===== src/rtl/core/energy_gate_voice_activity_macros.svh =====
// Assertion macros for the voice activity gate.
// Both expect a signal named clk in the scope of use; EGVA_ASSERT also expects rst.
`ifndef ENERGY_GATE_VOICE_ACTIVITY_MACROS_SVH
`define ENERGY_GATE_VOICE_ACTIVITY_MACROS_SVH
`ifndef ASSERT_OFF
`define EGVA_ASSERT(lbl, prop, msg) \
  lbl: assert property (@(posedge clk) disable iff (rst) prop) else $error(msg);
`define EGVA_ASSERT_ALWAYS(lbl, prop, msg) \
  lbl: assert property (@(posedge clk) prop) else $error(msg);
`else
`define EGVA_ASSERT(lbl, prop, msg)
`define EGVA_ASSERT_ALWAYS(lbl, prop, msg)
`endif
`endif


===== src/rtl/core/egva_pkg.sv =====
`timescale 1ns / 1ps
package egva_pkg;

  localparam int SAMPLE_WIDTH_DEF = 16;
  localparam int MAX_PACKET_DEF   = 2560;

  // config register widths
  localparam int PLEN_W  = 12;
  localparam int PRE_W   = 14;
  localparam int HANG_W  = 18;
  localparam int GATE_W  = 15;
  localparam int CFG_W   = 18;
  localparam int ADDR_W  = 3;

  // result field widths
  localparam int QUIET_W = 18;
  localparam int PKT_W   = 12;
  localparam int OUT_W   = 32;

  localparam logic [ADDR_W-1:0] REG_PACKET_LEN   = 3'd0;
  localparam logic [ADDR_W-1:0] REG_PREROLL_CAP  = 3'd1;
  localparam logic [ADDR_W-1:0] REG_HANGOVER_LEN = 3'd2;
  localparam logic [ADDR_W-1:0] REG_GATE_LEVEL   = 3'd3;
  localparam logic [ADDR_W-1:0] REG_GATE_ENABLE  = 3'd4;

  localparam logic [PLEN_W-1:0] PACKET_LEN_RST   = 12'd320;
  localparam logic [PRE_W-1:0]  PREROLL_CAP_RST  = 14'd4800;
  localparam logic [HANG_W-1:0] HANGOVER_LEN_RST = 18'd12800;
  localparam logic [GATE_W-1:0] GATE_LEVEL_RST   = 15'd328;

  typedef struct packed {
    logic [PLEN_W-1:0] packet_len;
    logic [PRE_W-1:0]  preroll_cap;
    logic [HANG_W-1:0] hangover_len;
    logic [GATE_W-1:0] gate_level;
    logic              gate_enable;
  } cfg_t;

  typedef struct packed {
    logic              voiced;
    logic              fwd;
    logic              opened;
    logic              closed;
    logic [PRE_W-1:0]  pre_fwd;
    logic [PKT_W-1:0]  pkt;
    logic              done;
  } result_t;

  typedef enum logic [2:0] {
    MAC_HOLD,
    MAC_SQ_LOAD,
    MAC_SQ_STEP,
    MAC_GG_LOAD,
    MAC_NG_LOAD,
    MAC_PR_STEP,
    MAC_CLEAR
  } mac_op_t;

  typedef enum logic [2:0] {
    ST_IDLE,
    ST_SQ,
    ST_CHK,
    ST_GG,
    ST_NGL,
    ST_NG,
    ST_EVAL,
    ST_UPD
  } state_t;

endpackage


===== src/rtl/core/egva_serial_mac.sv =====
`timescale 1ns / 1ps
// Shift-add multiplier, one multiplier bit per cycle. Squares each sample
// into the packet energy, and at packet end forms n * gate_level^2 in prod.
module egva_serial_mac import egva_pkg::*; #(
  parameter int SAMPLE_WIDTH = SAMPLE_WIDTH_DEF,
  parameter int MAX_PACKET   = MAX_PACKET_DEF
) (
  input  logic                           clk,
  input  logic                           rst,
  input  mac_op_t                        cmd,
  input  logic signed [SAMPLE_WIDTH-1:0] sample,
  input  logic [GATE_W-1:0]              gate_level,
  input  logic [$clog2(MAX_PACKET+1)-1:0] n,
  output logic [((2*SAMPLE_WIDTH-1) > 2*GATE_W ? 2*SAMPLE_WIDTH-1 : 2*GATE_W)
                + $clog2(MAX_PACKET+1)-1:0] energy,
  output logic [((2*SAMPLE_WIDTH-1) > 2*GATE_W ? 2*SAMPLE_WIDTH-1 : 2*GATE_W)
                + $clog2(MAX_PACKET+1)-1:0] prod,
  output logic                           last
);

  localparam int CNT_W = $clog2(MAX_PACKET + 1);
  localparam int SQ_W  = (2*SAMPLE_WIDTH-1) > 2*GATE_W ? 2*SAMPLE_WIDTH-1 : 2*GATE_W;
  localparam int ACC_W = SQ_W + CNT_W;
  localparam int MP_A  = SAMPLE_WIDTH > GATE_W ? SAMPLE_WIDTH : GATE_W;
  localparam int MP_W  = MP_A > CNT_W ? MP_A : CNT_W;
  localparam int CT_W  = $clog2(MP_W + 1);

  logic [ACC_W-1:0]        mcand;
  logic [MP_W-1:0]         mplier;
  logic [CT_W-1:0]         cnt;
  logic [SAMPLE_WIDTH-1:0] raw;
  logic [SAMPLE_WIDTH-1:0] mag;

  assign raw  = sample;
  assign mag  = raw[SAMPLE_WIDTH-1] ? (~raw + 1'b1) : raw;
  assign last = (cnt == CT_W'(1));

  always_ff @(posedge clk) begin
    if (rst) begin
      energy <= '0;
      prod   <= '0;
      cnt    <= '0;
    end else begin
      unique case (cmd)
        MAC_SQ_LOAD: begin
          mcand  <= ACC_W'(mag);
          mplier <= MP_W'(mag);
          cnt    <= CT_W'(SAMPLE_WIDTH);
        end
        MAC_GG_LOAD: begin
          mcand  <= ACC_W'(gate_level);
          mplier <= MP_W'(gate_level);
          cnt    <= CT_W'(GATE_W);
          prod   <= '0;
        end
        MAC_NG_LOAD: begin
          // prod holds gate_level^2 here
          mcand  <= prod;
          mplier <= MP_W'(n);
          cnt    <= CT_W'(CNT_W);
          prod   <= '0;
        end
        MAC_SQ_STEP, MAC_PR_STEP: begin
          if (mplier[0]) begin
            if (cmd == MAC_SQ_STEP) energy <= energy + mcand;
            else                    prod   <= prod + mcand;
          end
          mcand  <= mcand << 1;
          mplier <= mplier >> 1;
          cnt    <= cnt - 1'b1;
        end
        MAC_CLEAR: begin
          energy <= '0;
          prod   <= '0;
        end
        default: begin
        end
      endcase
    end
  end

endmodule


===== src/rtl/core/egva_segment.sv =====
`timescale 1ns / 1ps
// Segment tracker: pre-roll count while idle, quiet count with hangover
// while a segment is open. Updates once per evaluated packet.
module egva_segment import egva_pkg::*; #(
  parameter int MAX_PACKET = MAX_PACKET_DEF
) (
  input  logic                            clk,
  input  logic                            rst,
  input  logic                            upd,
  input  logic                            voiced,
  input  logic                            eos,
  input  logic [$clog2(MAX_PACKET+1)-1:0] n,
  input  cfg_t                            cfg,
  output result_t                         res
);

  logic               seg_active, seg_next;
  logic [QUIET_W-1:0] quiet_count, quiet_next;
  logic [PRE_W-1:0]   preroll_count, preroll_next;
  logic [QUIET_W:0]   qsum;
  logic [PRE_W:0]     psum;

  assign qsum = {1'b0, quiet_count} + (QUIET_W+1)'(n);
  assign psum = {1'b0, preroll_count} + (PRE_W+1)'(n);

  always_comb begin
    seg_next     = seg_active;
    quiet_next   = quiet_count;
    preroll_next = preroll_count;
    res          = '0;
    res.voiced   = voiced;
    res.pkt      = PKT_W'(n);
    res.done     = eos;

    if (!seg_active && !voiced) begin
      preroll_next = (psum > {1'b0, cfg.preroll_cap}) ? cfg.preroll_cap : psum[PRE_W-1:0];
    end else begin
      res.fwd = 1'b1;
      if (!seg_active) begin
        seg_next     = 1'b1;
        res.opened   = 1'b1;
        res.pre_fwd  = preroll_count;
        preroll_next = '0;
      end
      if (voiced) quiet_next = '0;
      else        quiet_next = qsum[QUIET_W] ? '1 : qsum[QUIET_W-1:0];
      if (cfg.gate_enable && (quiet_next >= cfg.hangover_len)) begin
        res.closed = 1'b1;
        seg_next   = 1'b0;
        quiet_next = '0;
      end
    end

    // end of stream closes any open segment and clears everything
    if (eos) begin
      if (seg_next) res.closed = 1'b1;
      seg_next     = 1'b0;
      quiet_next   = '0;
      preroll_next = '0;
    end
  end

  always_ff @(posedge clk) begin
    if (rst) begin
      seg_active    <= 1'b0;
      quiet_count   <= '0;
      preroll_count <= '0;
    end else if (upd) begin
      seg_active    <= seg_next;
      quiet_count   <= quiet_next;
      preroll_count <= preroll_next;
    end
  end

endmodule


===== src/rtl/core/energy_gate_voice_activity.sv =====
`timescale 1ns / 1ps
// Channel   Dir  Content (low bit up)
// s_axis    in   tdata: sample; tlast: end_of_stream
// m_axis    out  tdata: voiced, forwarded, segment_open, segment_close,
//                       preroll_forward[14], packet_samples[12], zero pad;
//                tlast: stream_done
// cfg       in   cfg_we, cfg_addr (register index), cfg_wdata
//
// A sample is squared by the serial squarer, which retires one bit
// of the magnitude per cycle. The sample that ends a packet also forms
// n*gate_level^2 on the same shift-add unit.
// rst (synchronous) clears the control state, counters and accumulators and loads register defaults.
// A sample is taken only in idle; the update step waits while the output
// register still holds an untaken result.
module energy_gate_voice_activity import egva_pkg::*; #(
  parameter int SAMPLE_WIDTH = SAMPLE_WIDTH_DEF,
  parameter int MAX_PACKET   = MAX_PACKET_DEF
) (
  input  logic                                   clk,
  input  logic                                   rst,
  input  logic                                   s_axis_tvalid,
  output logic                                   s_axis_tready,
  input  logic [((SAMPLE_WIDTH+7)/8)*8-1:0]      s_axis_tdata,  // sample
  input  logic                                   s_axis_tlast,  // end_of_stream
  output logic                                   m_axis_tvalid,
  input  logic                                   m_axis_tready,
  // voiced, forwarded, segment_open, segment_close, preroll_forward,
  // packet_samples
  output logic [OUT_W-1:0]                       m_axis_tdata,
  output logic                                   m_axis_tlast,  // stream_done
  input  logic                                   cfg_we,
  input  logic [ADDR_W-1:0]                      cfg_addr,
  input  logic [CFG_W-1:0]                       cfg_wdata
);

  `include "energy_gate_voice_activity_macros.svh"

  localparam int CNT_W = $clog2(MAX_PACKET + 1);
  localparam int SQ_W  = (2*SAMPLE_WIDTH-1) > 2*GATE_W ? 2*SAMPLE_WIDTH-1 : 2*GATE_W;
  localparam int ACC_W = SQ_W + CNT_W;

  cfg_t             cfg;
  state_t           state, state_next;
  mac_op_t          mac_cmd;
  logic [CNT_W-1:0] fill_count;
  logic [CNT_W-1:0] len_eff;
  logic             eos_q;
  logic             voiced_q;
  logic             voiced_next;
  logic [ACC_W-1:0] energy;
  logic [ACC_W-1:0] prod;
  logic             mac_last;
  logic             accept;
  logic             eval_load;
  logic             upd;
  result_t          seg_res;
  result_t          out_q;

  // config registers
  always_ff @(posedge clk) begin
    if (rst) begin
      cfg.packet_len   <= PACKET_LEN_RST;
      cfg.preroll_cap  <= PREROLL_CAP_RST;
      cfg.hangover_len <= HANGOVER_LEN_RST;
      cfg.gate_level   <= GATE_LEVEL_RST;
      cfg.gate_enable  <= 1'b1;
    end else if (cfg_we) begin
      unique case (cfg_addr)
        REG_PACKET_LEN:   cfg.packet_len   <= cfg_wdata[PLEN_W-1:0];
        REG_PREROLL_CAP:  cfg.preroll_cap  <= cfg_wdata[PRE_W-1:0];
        REG_HANGOVER_LEN: cfg.hangover_len <= cfg_wdata[HANG_W-1:0];
        REG_GATE_LEVEL:   cfg.gate_level   <= cfg_wdata[GATE_W-1:0];
        REG_GATE_ENABLE:  cfg.gate_enable  <= cfg_wdata[0];
        default: begin
        end
      endcase
    end
  end

  // zero length acts as one, lengths above the maximum are clamped
  always_comb begin
    if (cfg.packet_len == '0)                     len_eff = CNT_W'(1);
    else if (32'(cfg.packet_len) > MAX_PACKET)    len_eff = CNT_W'(MAX_PACKET);
    else                                          len_eff = CNT_W'(cfg.packet_len);
  end

  assign voiced_next = !cfg.gate_enable || (energy > prod);

  always_ff @(posedge clk) begin
    if (rst) state <= ST_IDLE;
    else     state <= state_next;
  end

  always_comb begin
    state_next    = state;
    mac_cmd       = MAC_HOLD;
    s_axis_tready = 1'b0;
    eval_load     = 1'b0;
    upd           = 1'b0;
    unique case (state)
      ST_IDLE: begin
        s_axis_tready = 1'b1;
        if (s_axis_tvalid) begin
          mac_cmd    = MAC_SQ_LOAD;
          state_next = ST_SQ;
        end
      end
      ST_SQ: begin
        mac_cmd = MAC_SQ_STEP;
        if (mac_last) state_next = ST_CHK;
      end
      ST_CHK: begin
        if ((fill_count >= len_eff) || eos_q) begin
          mac_cmd    = MAC_GG_LOAD;
          state_next = ST_GG;
        end else begin
          state_next = ST_IDLE;
        end
      end
      ST_GG: begin
        mac_cmd = MAC_PR_STEP;
        if (mac_last) state_next = ST_NGL;
      end
      ST_NGL: begin
        mac_cmd    = MAC_NG_LOAD;
        state_next = ST_NG;
      end
      ST_NG: begin
        mac_cmd = MAC_PR_STEP;
        if (mac_last) state_next = ST_EVAL;
      end
      ST_EVAL: begin
        eval_load  = 1'b1;
        state_next = ST_UPD;
      end
      ST_UPD: begin
        if (!m_axis_tvalid || m_axis_tready) begin
          upd        = 1'b1;
          mac_cmd    = MAC_CLEAR;
          state_next = ST_IDLE;
        end
      end
    endcase
  end

  assign accept = s_axis_tvalid && s_axis_tready;

  always_ff @(posedge clk) begin
    if (rst) begin
      fill_count <= '0;
      eos_q      <= 1'b0;
    end else if (accept) begin
      fill_count <= fill_count + 1'b1;
      eos_q      <= s_axis_tlast;
    end else if (upd) begin
      fill_count <= '0;
    end
  end

  always_ff @(posedge clk) begin
    if (eval_load) voiced_q <= voiced_next;
  end

  egva_serial_mac #(
    .SAMPLE_WIDTH (SAMPLE_WIDTH),
    .MAX_PACKET   (MAX_PACKET)
  ) u_mac (
    .clk        (clk),
    .rst        (rst),
    .cmd        (mac_cmd),
    .sample     (s_axis_tdata[SAMPLE_WIDTH-1:0]),
    .gate_level (cfg.gate_level),
    .n          (fill_count),
    .energy     (energy),
    .prod       (prod),
    .last       (mac_last)
  );

  egva_segment #(
    .MAX_PACKET (MAX_PACKET)
  ) u_segment (
    .clk    (clk),
    .rst    (rst),
    .upd    (upd),
    .voiced (voiced_q),
    .eos    (eos_q),
    .n      (fill_count),
    .cfg    (cfg),
    .res    (seg_res)
  );

  // output register
  always_ff @(posedge clk) begin
    if (rst) begin
      m_axis_tvalid <= 1'b0;
    end else if (upd) begin
      m_axis_tvalid <= 1'b1;
    end else if (m_axis_tready) begin
      m_axis_tvalid <= 1'b0;
    end
  end

  always_ff @(posedge clk) begin
    if (upd) out_q <= seg_res;
  end

  assign m_axis_tdata = OUT_W'({out_q.pkt, out_q.pre_fwd, out_q.closed,
                                out_q.opened, out_q.fwd, out_q.voiced});
  assign m_axis_tlast = out_q.done;

  `EGVA_ASSERT(a_valid_from_update,
               $rose(m_axis_tvalid) |-> $past(state) == ST_UPD,
               "result without update step")
  `EGVA_ASSERT(a_open_is_voiced,
               m_axis_tvalid && out_q.opened |-> out_q.voiced && out_q.fwd,
               "segment opened on unvoiced packet")
  `EGVA_ASSERT(a_preroll_only_on_open,
               m_axis_tvalid && !out_q.opened |-> out_q.pre_fwd == '0,
               "pre-roll forwarded without open")
  `EGVA_ASSERT_ALWAYS(a_fill_bounded,
                      rst || (fill_count <= CNT_W'(MAX_PACKET)),
                      "packet fill past maximum")

endmodule

===== config.mk =====
export PLATFORM = sky130hd
export DESIGN_NAME = energy_gate_voice_activity
export DESIGN_NICKNAME = d
export VERILOG_FILES = /design/src/rtl/core/egva_pkg.sv /design/src/rtl/core/egva_serial_mac.sv /design/src/rtl/core/egva_segment.sv /design/src/rtl/core/energy_gate_voice_activity.sv
export VERILOG_INCLUDE_DIRS = /design/src /design/src/rtl/core
export SDC_FILE = /design/constraint.sdc
export NUM_CORES = 1
export LEC_CHECK = 0
export BUFFER_PORTS_ARGS = -buffer_cell sky130_fd_sc_hd__buf_4
export CORE_MARGIN = 2
export CORE_UTILIZATION = 40
export CTS_CLUSTER_SIZE = 25
export DETAILED_ROUTE_END_ITERATION = 7
export GPL_ROUTABILITY_DRIVEN = 0
export HOLD_SLACK_MARGIN = 0.06
export PLACE_DENSITY = 0.6
export SLEW_MARGIN = 10
export SYNTH_ARGS = -nofsm -noshare
export SYNTH_HDL_FRONTEND = slang
export SYNTH_HIERARCHICAL = 1
export SYNTH_SLANG_ARGS = --single-unit

===== constraint.sdc =====
create_clock -name clk -period 10.24 [get_ports clk]
set_input_delay 0.512 -clock clk [delete_from_list [all_inputs] [get_ports clk]]
set_output_delay 0.512 -clock clk [all_outputs]
set_load 0.1 [all_outputs]

# Word level (Yosys, flattened, before mapping)
# Cells that the tools add are included.
dict set report totals {
  regBits 292
  output_inout_bits 35
}
dict set report op_classes {
  reduce_logical 33
  n_addsub 7
  order_cmp 5
  n_bitwise 2
  n_eq_ne 28
  mux 49
}
# cell n
set ops {}
lappend ops {{2-to-1 mux 43 bit} 4}
lappend ops {{case mux 43 bit (2 select lines)} 2}
lappend ops {{case mux 43 bit (4 select lines)} 1}
lappend ops {{2-to-1 mux 18 bit} 6}
lappend ops {{adder 43 bit} 2}
lappend ops {{2-to-1 mux 14 bit} 5}
lappend ops {{case mux 16 bit (4 select lines)} 1}
lappend ops {{2-to-1 mux 12 bit} 4}
lappend ops {{> comparator 43 bit} 1}
lappend ops {{== test 3 bit (second input constant)} 8}
lappend ops {{case mux 3 bit (8 select lines)} 1}
lappend ops {{case mux 5 bit (4 select lines)} 1}
lappend ops {{adder 18 x 12 -> 19 bit} 1}
lappend ops {{== test 3 x 2 -> 1 bit (second input constant)} 6}
lappend ops {{>= comparator 18 bit} 1}
lappend ops {{2-to-1 mux 3 bit} 6}
lappend ops {{case mux 3 bit (6 select lines)} 1}
lappend ops {{2-to-1 mux 17 bit} 1}
lappend ops {{adder 16 x 1 -> 16 bit (second input constant)} 1}
lappend ops {{2-to-1 mux 16 bit} 1}
lappend ops {{NOT 16 bit} 1}
lappend ops {{AND reduction 2 bit} 8}
lappend ops {{adder 14 x 12 -> 15 bit} 1}
lappend ops {{> comparator 15 x 14 -> 1 bit} 1}
lappend ops {{other kinds (23)} 59}

# Logic depth before layout (Yosys ltp)
# Gate-level depths: netlist of the first run.
dict set report depth {
  word_depth 11
  depth_mapped 19
}

# Hierarchy
# The synthesis of the first run kept the hierarchy.
# module seq_area_each_um2 area_each_um2 cells_per_inst n_inst
set modules_own_cells {}
lappend modules_own_cells {egva_serial_mac 3593.4 10248.6 1115 1}
lappend modules_own_cells {energy_gate_voice_activity 2502.4 5455.2 628 1}
lappend modules_own_cells {egva_segment 660.6 3727.3 494 1}

# Worst setup path before layout of the first run
# Ideal clock, no wire load.
dict set report synth_timing {
  path_type {register to register}
  startpoint {reg, netlist name cfg[51]}
  endpoint {reg u_mac.mcand[0], enable pin}
  synth_period_minus_slack_ns 5.681
  stages_incl_launch_ff 16
  setup_time_ns 0.477
  t_arrival_ns 5.205
  path_buffers 1
  slack_ns 4.559
  cell_sequence {dfxtp_1 > nor4_1 > nand3_1 > a21o_1 > nand2_1 > nand2_1 > ha_1 > a21o_1 > a211oi_1 > o31ai_1 > a21boi_0 > o31ai_1 > clkbuf_1 > nor3_1 > a21o_1 > nor2_1}
}
dict set report synth_via {
  elab_chain_cells 11
}
# item line
set synth_lines {}
lappend synth_lines {{> comparator 12 bit} energy_gate_voice_activity.sv:83} ;# else if (32'(cfg.packet_len) > MAX_PACKET) len_eff = CNT_W'(MAX_PACKET);
lappend synth_lines {{2-to-1 mux 12 bit} energy_gate_voice_activity.sv:83}
lappend synth_lines {{2-to-1 mux 12 bit *} energy_gate_voice_activity.sv:82} ;# if (cfg.packet_len == '0) len_eff = CNT_W'(1);
lappend synth_lines {{>= comparator 12 bit *} energy_gate_voice_activity.sv:113} ;# if ((fill_count >= len_eff) || eos_q) begin
lappend synth_lines {{logical OR 1 bit *} energy_gate_voice_activity.sv:113}
lappend synth_lines {{2-to-1 mux 2 bit *} energy_gate_voice_activity.sv:113}
lappend synth_lines {{case mux 3 bit (6 select lines) *} energy_gate_voice_activity.sv:100} ;# unique case (state)
lappend synth_lines {{net mac_cmd[1]} energy_gate_voice_activity.sv:44} ;# mac_op_t mac_cmd;
lappend synth_lines {{== test 3 bit or == test 3 x 2 -> 1 bit (tied branches)} egva_serial_mac.sv:44} ;# unique case (cmd)
lappend synth_lines {{OR reduction 2 bit} egva_serial_mac.sv:44}
lappend synth_lines {{nonzero test 4 bit (no source line) *} n/a}
lappend synth_lines {{AND reduction 2 bit (no source line) *} n/a}
lappend synth_lines {{end signal: assignment} egva_serial_mac.sv:46} ;# mcand <= ACC_W'(mag);
lappend synth_lines {{end signal: assignment} egva_serial_mac.sv:51} ;# mcand <= ACC_W'(gate_level);
lappend synth_lines {{end signal: assignment} egva_serial_mac.sv:58} ;# mcand <= prod;
lappend synth_lines {{end: declaration} egva_serial_mac.sv:28} ;# logic [ACC_W-1:0] mcand;
# Mark *: on every way through the listed nets, which the timed path passes. The rest lies on a longest branch.
# A chain may end at the register's enable or synchronous reset.

# Worst setup path in the final report of the first run
dict set report layout_timing {
  startpoint {reg, netlist name cfg[51]}
  endpoint {reg u_mac/prod[37] (netlist name)}
}
dict set report layout_via {
  elab_chain_cells 11
}
# item line
set layout_lines {}
lappend layout_lines {{> comparator 12 bit} energy_gate_voice_activity.sv:83}
lappend layout_lines {{2-to-1 mux 12 bit} energy_gate_voice_activity.sv:83}
lappend layout_lines {{2-to-1 mux 12 bit *} energy_gate_voice_activity.sv:82}
lappend layout_lines {{>= comparator 12 bit *} energy_gate_voice_activity.sv:113}
lappend layout_lines {{logical OR 1 bit *} energy_gate_voice_activity.sv:113}
lappend layout_lines {{2-to-1 mux 2 bit *} energy_gate_voice_activity.sv:113}
lappend layout_lines {{case mux 3 bit (6 select lines) *} energy_gate_voice_activity.sv:100}
lappend layout_lines {{net mac_cmd[1]} energy_gate_voice_activity.sv:44}
lappend layout_lines {{== test 3 bit (tied with other cells)} egva_serial_mac.sv:44}
lappend layout_lines {{OR reduction 2 bit or OR reduction 3 bit (tied branches)} n/a}
lappend layout_lines {{!= test 2 x 1 -> 1 bit (no source line) (tied with other cells)} n/a}
lappend layout_lines {{AND reduction 3 bit (no source line)} n/a}
lappend layout_lines {{end signal: assignment} egva_serial_mac.sv:66} ;# else prod <= prod + mcand;
lappend layout_lines {{end: declaration} egva_serial_mac.sv:17} ;# + $clog2(MAX_PACKET+1)-1:0] prod,
# Marks and branches as above.

==> run metrics, run 1 <==
result of the run=completed; GR met3 Demand/Resource=3.62%; post-route ant nets=0; unrepaired setup endpoints after global routing=no; startpoint types=flop; initial antenna violation count=0; post-DP HPWL=between 30000 and 40000 um; crit path DAT=6.29 ns; drt wl/cell=18.7 um; Least-Margin Pin Slew=1.24 ns; r2r worst-path depth=17; TritonRoute pass-1 iters=8; final worst setup slack=4.39 ns; crit path kind=reg2reg; Max-Cap Viols=0; clk_skew=0.0343 ns; CP required=10.68 ns; crit path time final=5.85 ns; Fin. Hold Viols=0; Max rail drop VDD=0.0000951 V; busiest grt layer=met2; pre-CTS setup slack=about 4.6 ns; fraction of layout cells with a size suffix above 1=7.43%; Synth-to-Final Area Change=10.2%; vias=about 17000; initial DRC count=1223; part of the Yosys area used for sequential elements=34.8%; TNS Setup=0 ns; CTS Root Cell=clkbuf_16; Reg-to-Reg End=u_mac/prod[37]; hold crit path type=in2reg; cell count after synthesis=around 2200; worst reg2reg startpoint=cfg[51]; Yosys top cell by area=dfxtp_1; die width=224 um; hold path start=cfg_wdata[15]; synth unique cells=90; leakage power=8.87 nW; num ports=78; clock sinks=292; fin crit share=a little under three fifths; grt ovf=0; vias in the first global route=roughly 16000; final wirelength=between 50000 and 60000 um; fraction of registers with async set/reset=0%; clk buf depth=3; antenna cell count=0; Pwr Density=134 nW/um^2; Synth top area share=~21%; synth top area cells=dfxtp_1 (21%), edfxtp_1 (14%), ha_1 (13%); critical-path maximum fanout=23; CTS clk-pin slew, worst paths=0.06 ns; final setup violation count=0; Die ar.=50400 um^2; number of vias per cell=just under 6; Net count, final=2496; number of synthesized flops with an enable pin=91; most common cell after layout, fill and taps aside=nand2_1; Skew-Pair Late Insertion Delay=between 0.5 and 0.6 ns; Synth Cell Area=about 20000 um^2; postcts setup bufs=0; commonest cells after routing, fill and taps aside=nand2_1 (260), dfxtp_1 (201), ha_1 (199); prevailing post-synth register cell=dfxtp_1; Yosys reg bits=about 290; routing usage on met2=33.2%; post-cts gate resize count=0; GR Util All Layers=between 20% and 30%; port bufs=75; Starting Density=40.6%; met1 Usage GRT=30.1%; hold worst-path end=cfg[31]; CTS buffer count=35; # H-tree levels=2; R2R Setup Slk=~4.4 ns; Synth warnings=6; max_slew headroom=16.9%; row cnt=80; die height=approximately 220 um; Layout fillers=~4700; Pins Over Slew Limit=0; hold buffer count at cts=0; hold depth=3; DRC viols=0; fmax=roughly 170 MHz; first-pass GRT wire length=85800 um; fin util=44.8%; core footprint=47800 um^2; crit path capture type=flop; Avg Inst Size Synth=roughly 8.7 um^2; largest net degree at the start of global routing=75; TritonCTS clock tree=yes
==> routing by layer <==
layer | up-vias | part of all wire (%)
met4 | 0 | 2.7
met2 | 499 | 43
li1 | 8198 | -
met5 | - | 0
met1 | 7947 | 48
met3 | 99 | 6.3
==> cell usage after synthesis, types with 22 or more instances <==
cell type  instances
edfxtp_1          91
nand2b_1          29
a221o_1           31
xnor2_1           72
nand3_1           45
a22o_1            74
a31oi_1           22
and2_1            25
nand4_1           27
xor2_1            37
nor3_1            32
a22oi_1           37
a21o_1            69
dfxtp_1          201
inv_1            121
clkbuf_1          83
o21ai_0           85
nand2_1          261
ha_1             199
nor2b_1           34
nor2_1           148
a21oi_1          190
and3_1            22
==> worst max-delay path, stage by stage, from the launching register on <==
cell and delay (ns):
dfxtp_1 0.32, nor4_1 0.32, nand3_1 0.15, a21o_1 0.19, nand2_1 0.21, nand2_1 0.09, ha_1 0.28, a21o_1 0.11
a211oi_1 0.07, o31ai_1 0.36, a21boi_0 0.22, o31ai_1 0.98, nand2b_1 0.39, nor2_1 1.00, a21oi_2 0.01, buf_4 0.28
nor2b_2 0.38, a22o_1 0.34
==> power breakdown <==
part	switching (W)	leakage (nW)	internal, W
Combinational	0.000261	5.89	0.000163
Sequential	0.0000392	2.48	0.00124
Clock	0.000517	0.506	0.000645
==> logic make-up (layout without fill, tap and decap cells) <==
group	Yosys count	after routing	synth area share, %
and+or+nand+nor	699	699	17.2
AOI/OAI and AO/OA	686	686	24.2
DFF	292	292	34.8
buffers and inverters	238	274	5.18
adders and majority gates	203	203	13.2
xor gates and xnor gates	109	109	4.91
muxes	9	9	0.489
other	1	2	0.0193
==> registers in the layout, summed over array words and instances (netlist names), 5 cells and up <==
name,count
u_mac/mcand,43
fill_count,12
u_mac/cnt,5
u_mac/mplier,16
u_segment/quiet_count,18
m_axis_tdata,30
cfg,60
u_mac/prod,43
u_segment/preroll_count,14
u_mac/energy,43
==> worst max path at each step <==
stage | from | to | slack (ns) | cells past startpoint
4_1_cts | cfg[51] | u_mac/prod[32] | 4.53 | 16
3_3_place_gp | cfg[51] | u_mac/prod[31] | 4.75 | 17
6_report | cfg[51] | u_mac/prod[37] | 4.39 | 17
2_1_floorplan | cfg[51] | u_mac/mcand[0] | 4.56 | 15
3_5_place_dp | cfg[51] | u_mac/prod[37] | 4.55 | 16
5_1_grt | cfg[51] | u_mac/prod[11] | 4.03 | 17
==> final cells by class <==
type	count	area (um^2)	area share, %
Clock inverter	13	101	0.473
Tap cell	615	769	3.59
Timing Repair Buffer	91	683	3.19
Inverter	122	458	2.14
Clock buffer	48	935	4.36
Sequential cell	292	6760	31.6
Multi-Input combinational cell	1708	11700	54.7
==> stage by stage <==
step / instance area [um^2] / total power [W] / cells / hold slack [ns]
6_report: 21400 / 0.00287 / 2889 / 0.197
5_1_grt: 21400 / 0.00299 / 2889 / 0.189
4_1_cts: 21400 / 0.00289 / 2889 / 0.165
3_5_place_dp: 20400 / 0.00172 / 2828 / 0.443
3_3_place_gp: 20400 / 0.00171 / 2828 / 0.434
2_1_floorplan: 19400 / 0.00160 / 2238 / 0.426
Power figures use the tool's default switching activity.
==> inputs of run 2 (changes only) <==
Settings changed: ABC_AREA set to 1, PLACE_DENSITY 0.6 to 0.59.
Clock period 10.24 ns to 5.9 ns, I/O delays scaled along.
==> run 2 against run 1 <==
Against the previous run:
- via count grew 33%
- non-clock buffer count grew 25
- final area grew 20%
- worst setup slack lost 3.1 ns
- clock skew shrank 0.0056 ns
- critical path type unchanged
- die area grew 18%
- combinational power grew to 4.7 times the previous value
==> run metrics, run 2 <==
top-count cell post-synth=nand2_1; Reg-to-Reg End=u_mac/mcand[39]; # H-tree levels=2; GR met3 Demand/Resource=roughly 2.9%; worst reg2reg startpoint=cfg[54]; initial antenna violation count=0; num ports=approximately 80; R2R Setup Slk=approximately 1.3 ns; antenna cell count=0; vias=22300; largest net degree at the start of global routing=63; row cnt=87; Compound-Gate Fraction of Synth Area=12.3%; unrepaired setup endpoints after global routing=no; core footprint=56600 um^2; CTS buffer count=38; Synth warnings=6; synth top area cells=nand2_1 (18%), dfxtp_1 (17%), edfxtp_1 (12%); Yosys reg bits=a little under 300; prevailing post-synth register cell=dfxtp_1; Biggest register=cfg; TNS Setup=0 ns; DRC viols=0; initial DRC count=1646; Avg Inst Size Synth=~6.4 um^2; GR Util All Layers=24.3%; post-place instance area=24200 um^2; hold buffer count at cts=23; fraction of layout cells with a size suffix above 1=6.35%; clock sinks=292; Max-Cap Viols=0; CTS Root Cell=clkbuf_16; clk_skew=0.0287 ns; drt wl/cell=16.2 um; Die ar.=a little under 60000 um^2; final instance area=about 26000 um^2; post-cts gate resize count=0; routing usage on met2=43.8%; Adder-Cell Fraction of Synth Area=11.2%; Pins Over Slew Limit=0; port bufs=75; Synth-to-Final Area Change=12.1%; hold worst-path end=u_mac/mplier[0]; TritonRoute pass-1 iters=7; vias in the first global route=21300; Starting Density=40.6%; die width=244 um; first-pass GRT wire length=roughly 110000 um; Net count, final=3902; final setup violation count=0; mux share of post-synthesis cell area=0%; CTS clk-pin slew, worst paths=0.06 ns; leakage power=around 13 nW; Least-Margin Pin Slew=0.985 ns; synth unique cells=62; grt ovf=0; number of synthesized flops with an enable pin=91; fraction of registers with async set/reset=0%; CP required=approximately 6.1 ns; die height=244 um; startpoint types=flop; number of vias per cell=5.01; met1 Usage GRT=29.1%; hold path start=s_axis_tdata[0]; fmax=218 MHz; post-DP HPWL=approximately 56000 um; Yosys top cell by area=nand2_1; result of the run=completed; Synth Cell Area=23000 um^2; crit path DAT=4.77 ns; Skew-Pair Late Insertion Delay=about 0.58 ns; postcts setup bufs=0; XOR/XNOR share of the synthesized area=0.800%; fin crit share=77.8%; Max rail drop VDD=between 0.0002 and 0.00025 V; cell count after synthesis=3592; clk buf depth=3; r2r worst-path depth=23; crit path kind=reg2reg; part of the Yosys area used for sequential elements=29.4%; busiest grt layer=met2; crit path capture type=flop; pre-CTS setup slack=approximately 1.4 ns; largest family of logic cells by synthesized area=simple AND/OR/NAND/NOR gates; Synth Area in Simple Gates=about a third; Fin. Hold Viols=0; commonest cells after routing, fill and taps aside=nand2_1 (1119), inv_1 (555), nor2_1 (387); Synth top area share=18.3%; Critical Path Source=cfg[54]; final worst setup slack=1.31 ns; final hold slack=0.102 ns; Commonest cells post-synth=nand2_1 (1119), inv_1 (555), nor2_1 (388); Pwr Density=274 nW/um^2; TritonCTS clock tree=yes; crit path time final=4.59 ns; post-route ant nets=0; hold crit path type=in2reg; max reg flops=60; critical-path maximum fanout=62; max_slew headroom=34.1%; most common cell after layout, fill and taps aside=nand2_1; final wirelength=roughly 72000 um; Layout fillers=between 6000 and 7000; hold depth=3
run 2: power by group:
part | total (W) | switching [W] | internal, W
clock | 0.00258 | 0.00102 | 0.00156
combinational | 0.00201 | 0.00133 | 0.000676
sequential | 0.00248 | 0.000213 | 0.00227
run 2: critical path: stages (launching register included):
cell	delay [ns]
dfxtp_1	0.32
nor3_1	0.20
nand4_1	0.15
o21ai_2	0.34
nand2_1	0.10
ha_1	0.29
nand2_1	0.05
nor2_1	0.12
nand2_1	0.07
nor2_1	0.08
nand2_1	0.06
nand2_1	0.06
nand2_1	0.09
o211ai_1	0.15
inv_2	0.08
nor2_2	0.19
nand2_2	0.13
nand2_4	0.08
buf_4	0.54
inv_1	0.13
nand2_1	0.10
inv_1	0.11
nor2_4	0.09
buf_4	0.62
run 2: kinds of logic (layout without fill, tap and decap cells):
logic type,Yosys count,in the layout
AOI/OAI and AO/OA,488,488
xor gates and xnor gates,21,21
adders and majority gates,203,203
buffers and inverters,659,751
DFF,292,292
other,1,2
and+or+nand+nor,1928,1928
run 2: final cells by class:
class	instances	area, um^2	share of cell area, %
Clock buffer	48	1060	4.11
Clock inverter	21	308	1.19
Inverter	566	2130	8.26
Multi-Input combinational cell	2642	13700	53.0
Sequential cell	292	6760	26.2
Tap cell	756	946	3.67
Timing Repair Buffer	116	928	3.60
run 2: worst max-delay path by stage:
stage | end | slack [ns] | depth (start not counted)
floorplan | u_mac/mcand[0] | 0.55 | 21
global placement | u_mac/mcand[40] | 1.40 | 23
detailed placement | u_mac/mcand[36] | 1.38 | 23
CTS | u_mac/mcand[30] | 1.33 | 23
global route | u_mac/mcand[32] | 0.91 | 23
finish | u_mac/mcand[39] | 1.31 | 23
run 2: through the flow:
step / std cells / utilization (%) / power (W)
6_report: 4441 / 45.6 / 0.00707
5_1_grt: 4441 / 45.6 / 0.00748
4_1_cts: 4441 / 45.6 / 0.00712
3_5_place_dp: 4349 / 42.7 / 0.00451
3_3_place_gp: 4349 / 42.7 / 0.00450
2_1_floorplan: 3593 / - / 0.00390
run 2: routing by layer:
| metal | routed length, um | vias up |
|---|---|---|
| met3 | 3440 | 148 |
| met4 | 2970 | 0 |
| met1 | 30200 | 9932 |
| met5 | 0 | - |
| met2 | 35400 | 523 |
| li1 | - | 11600 |
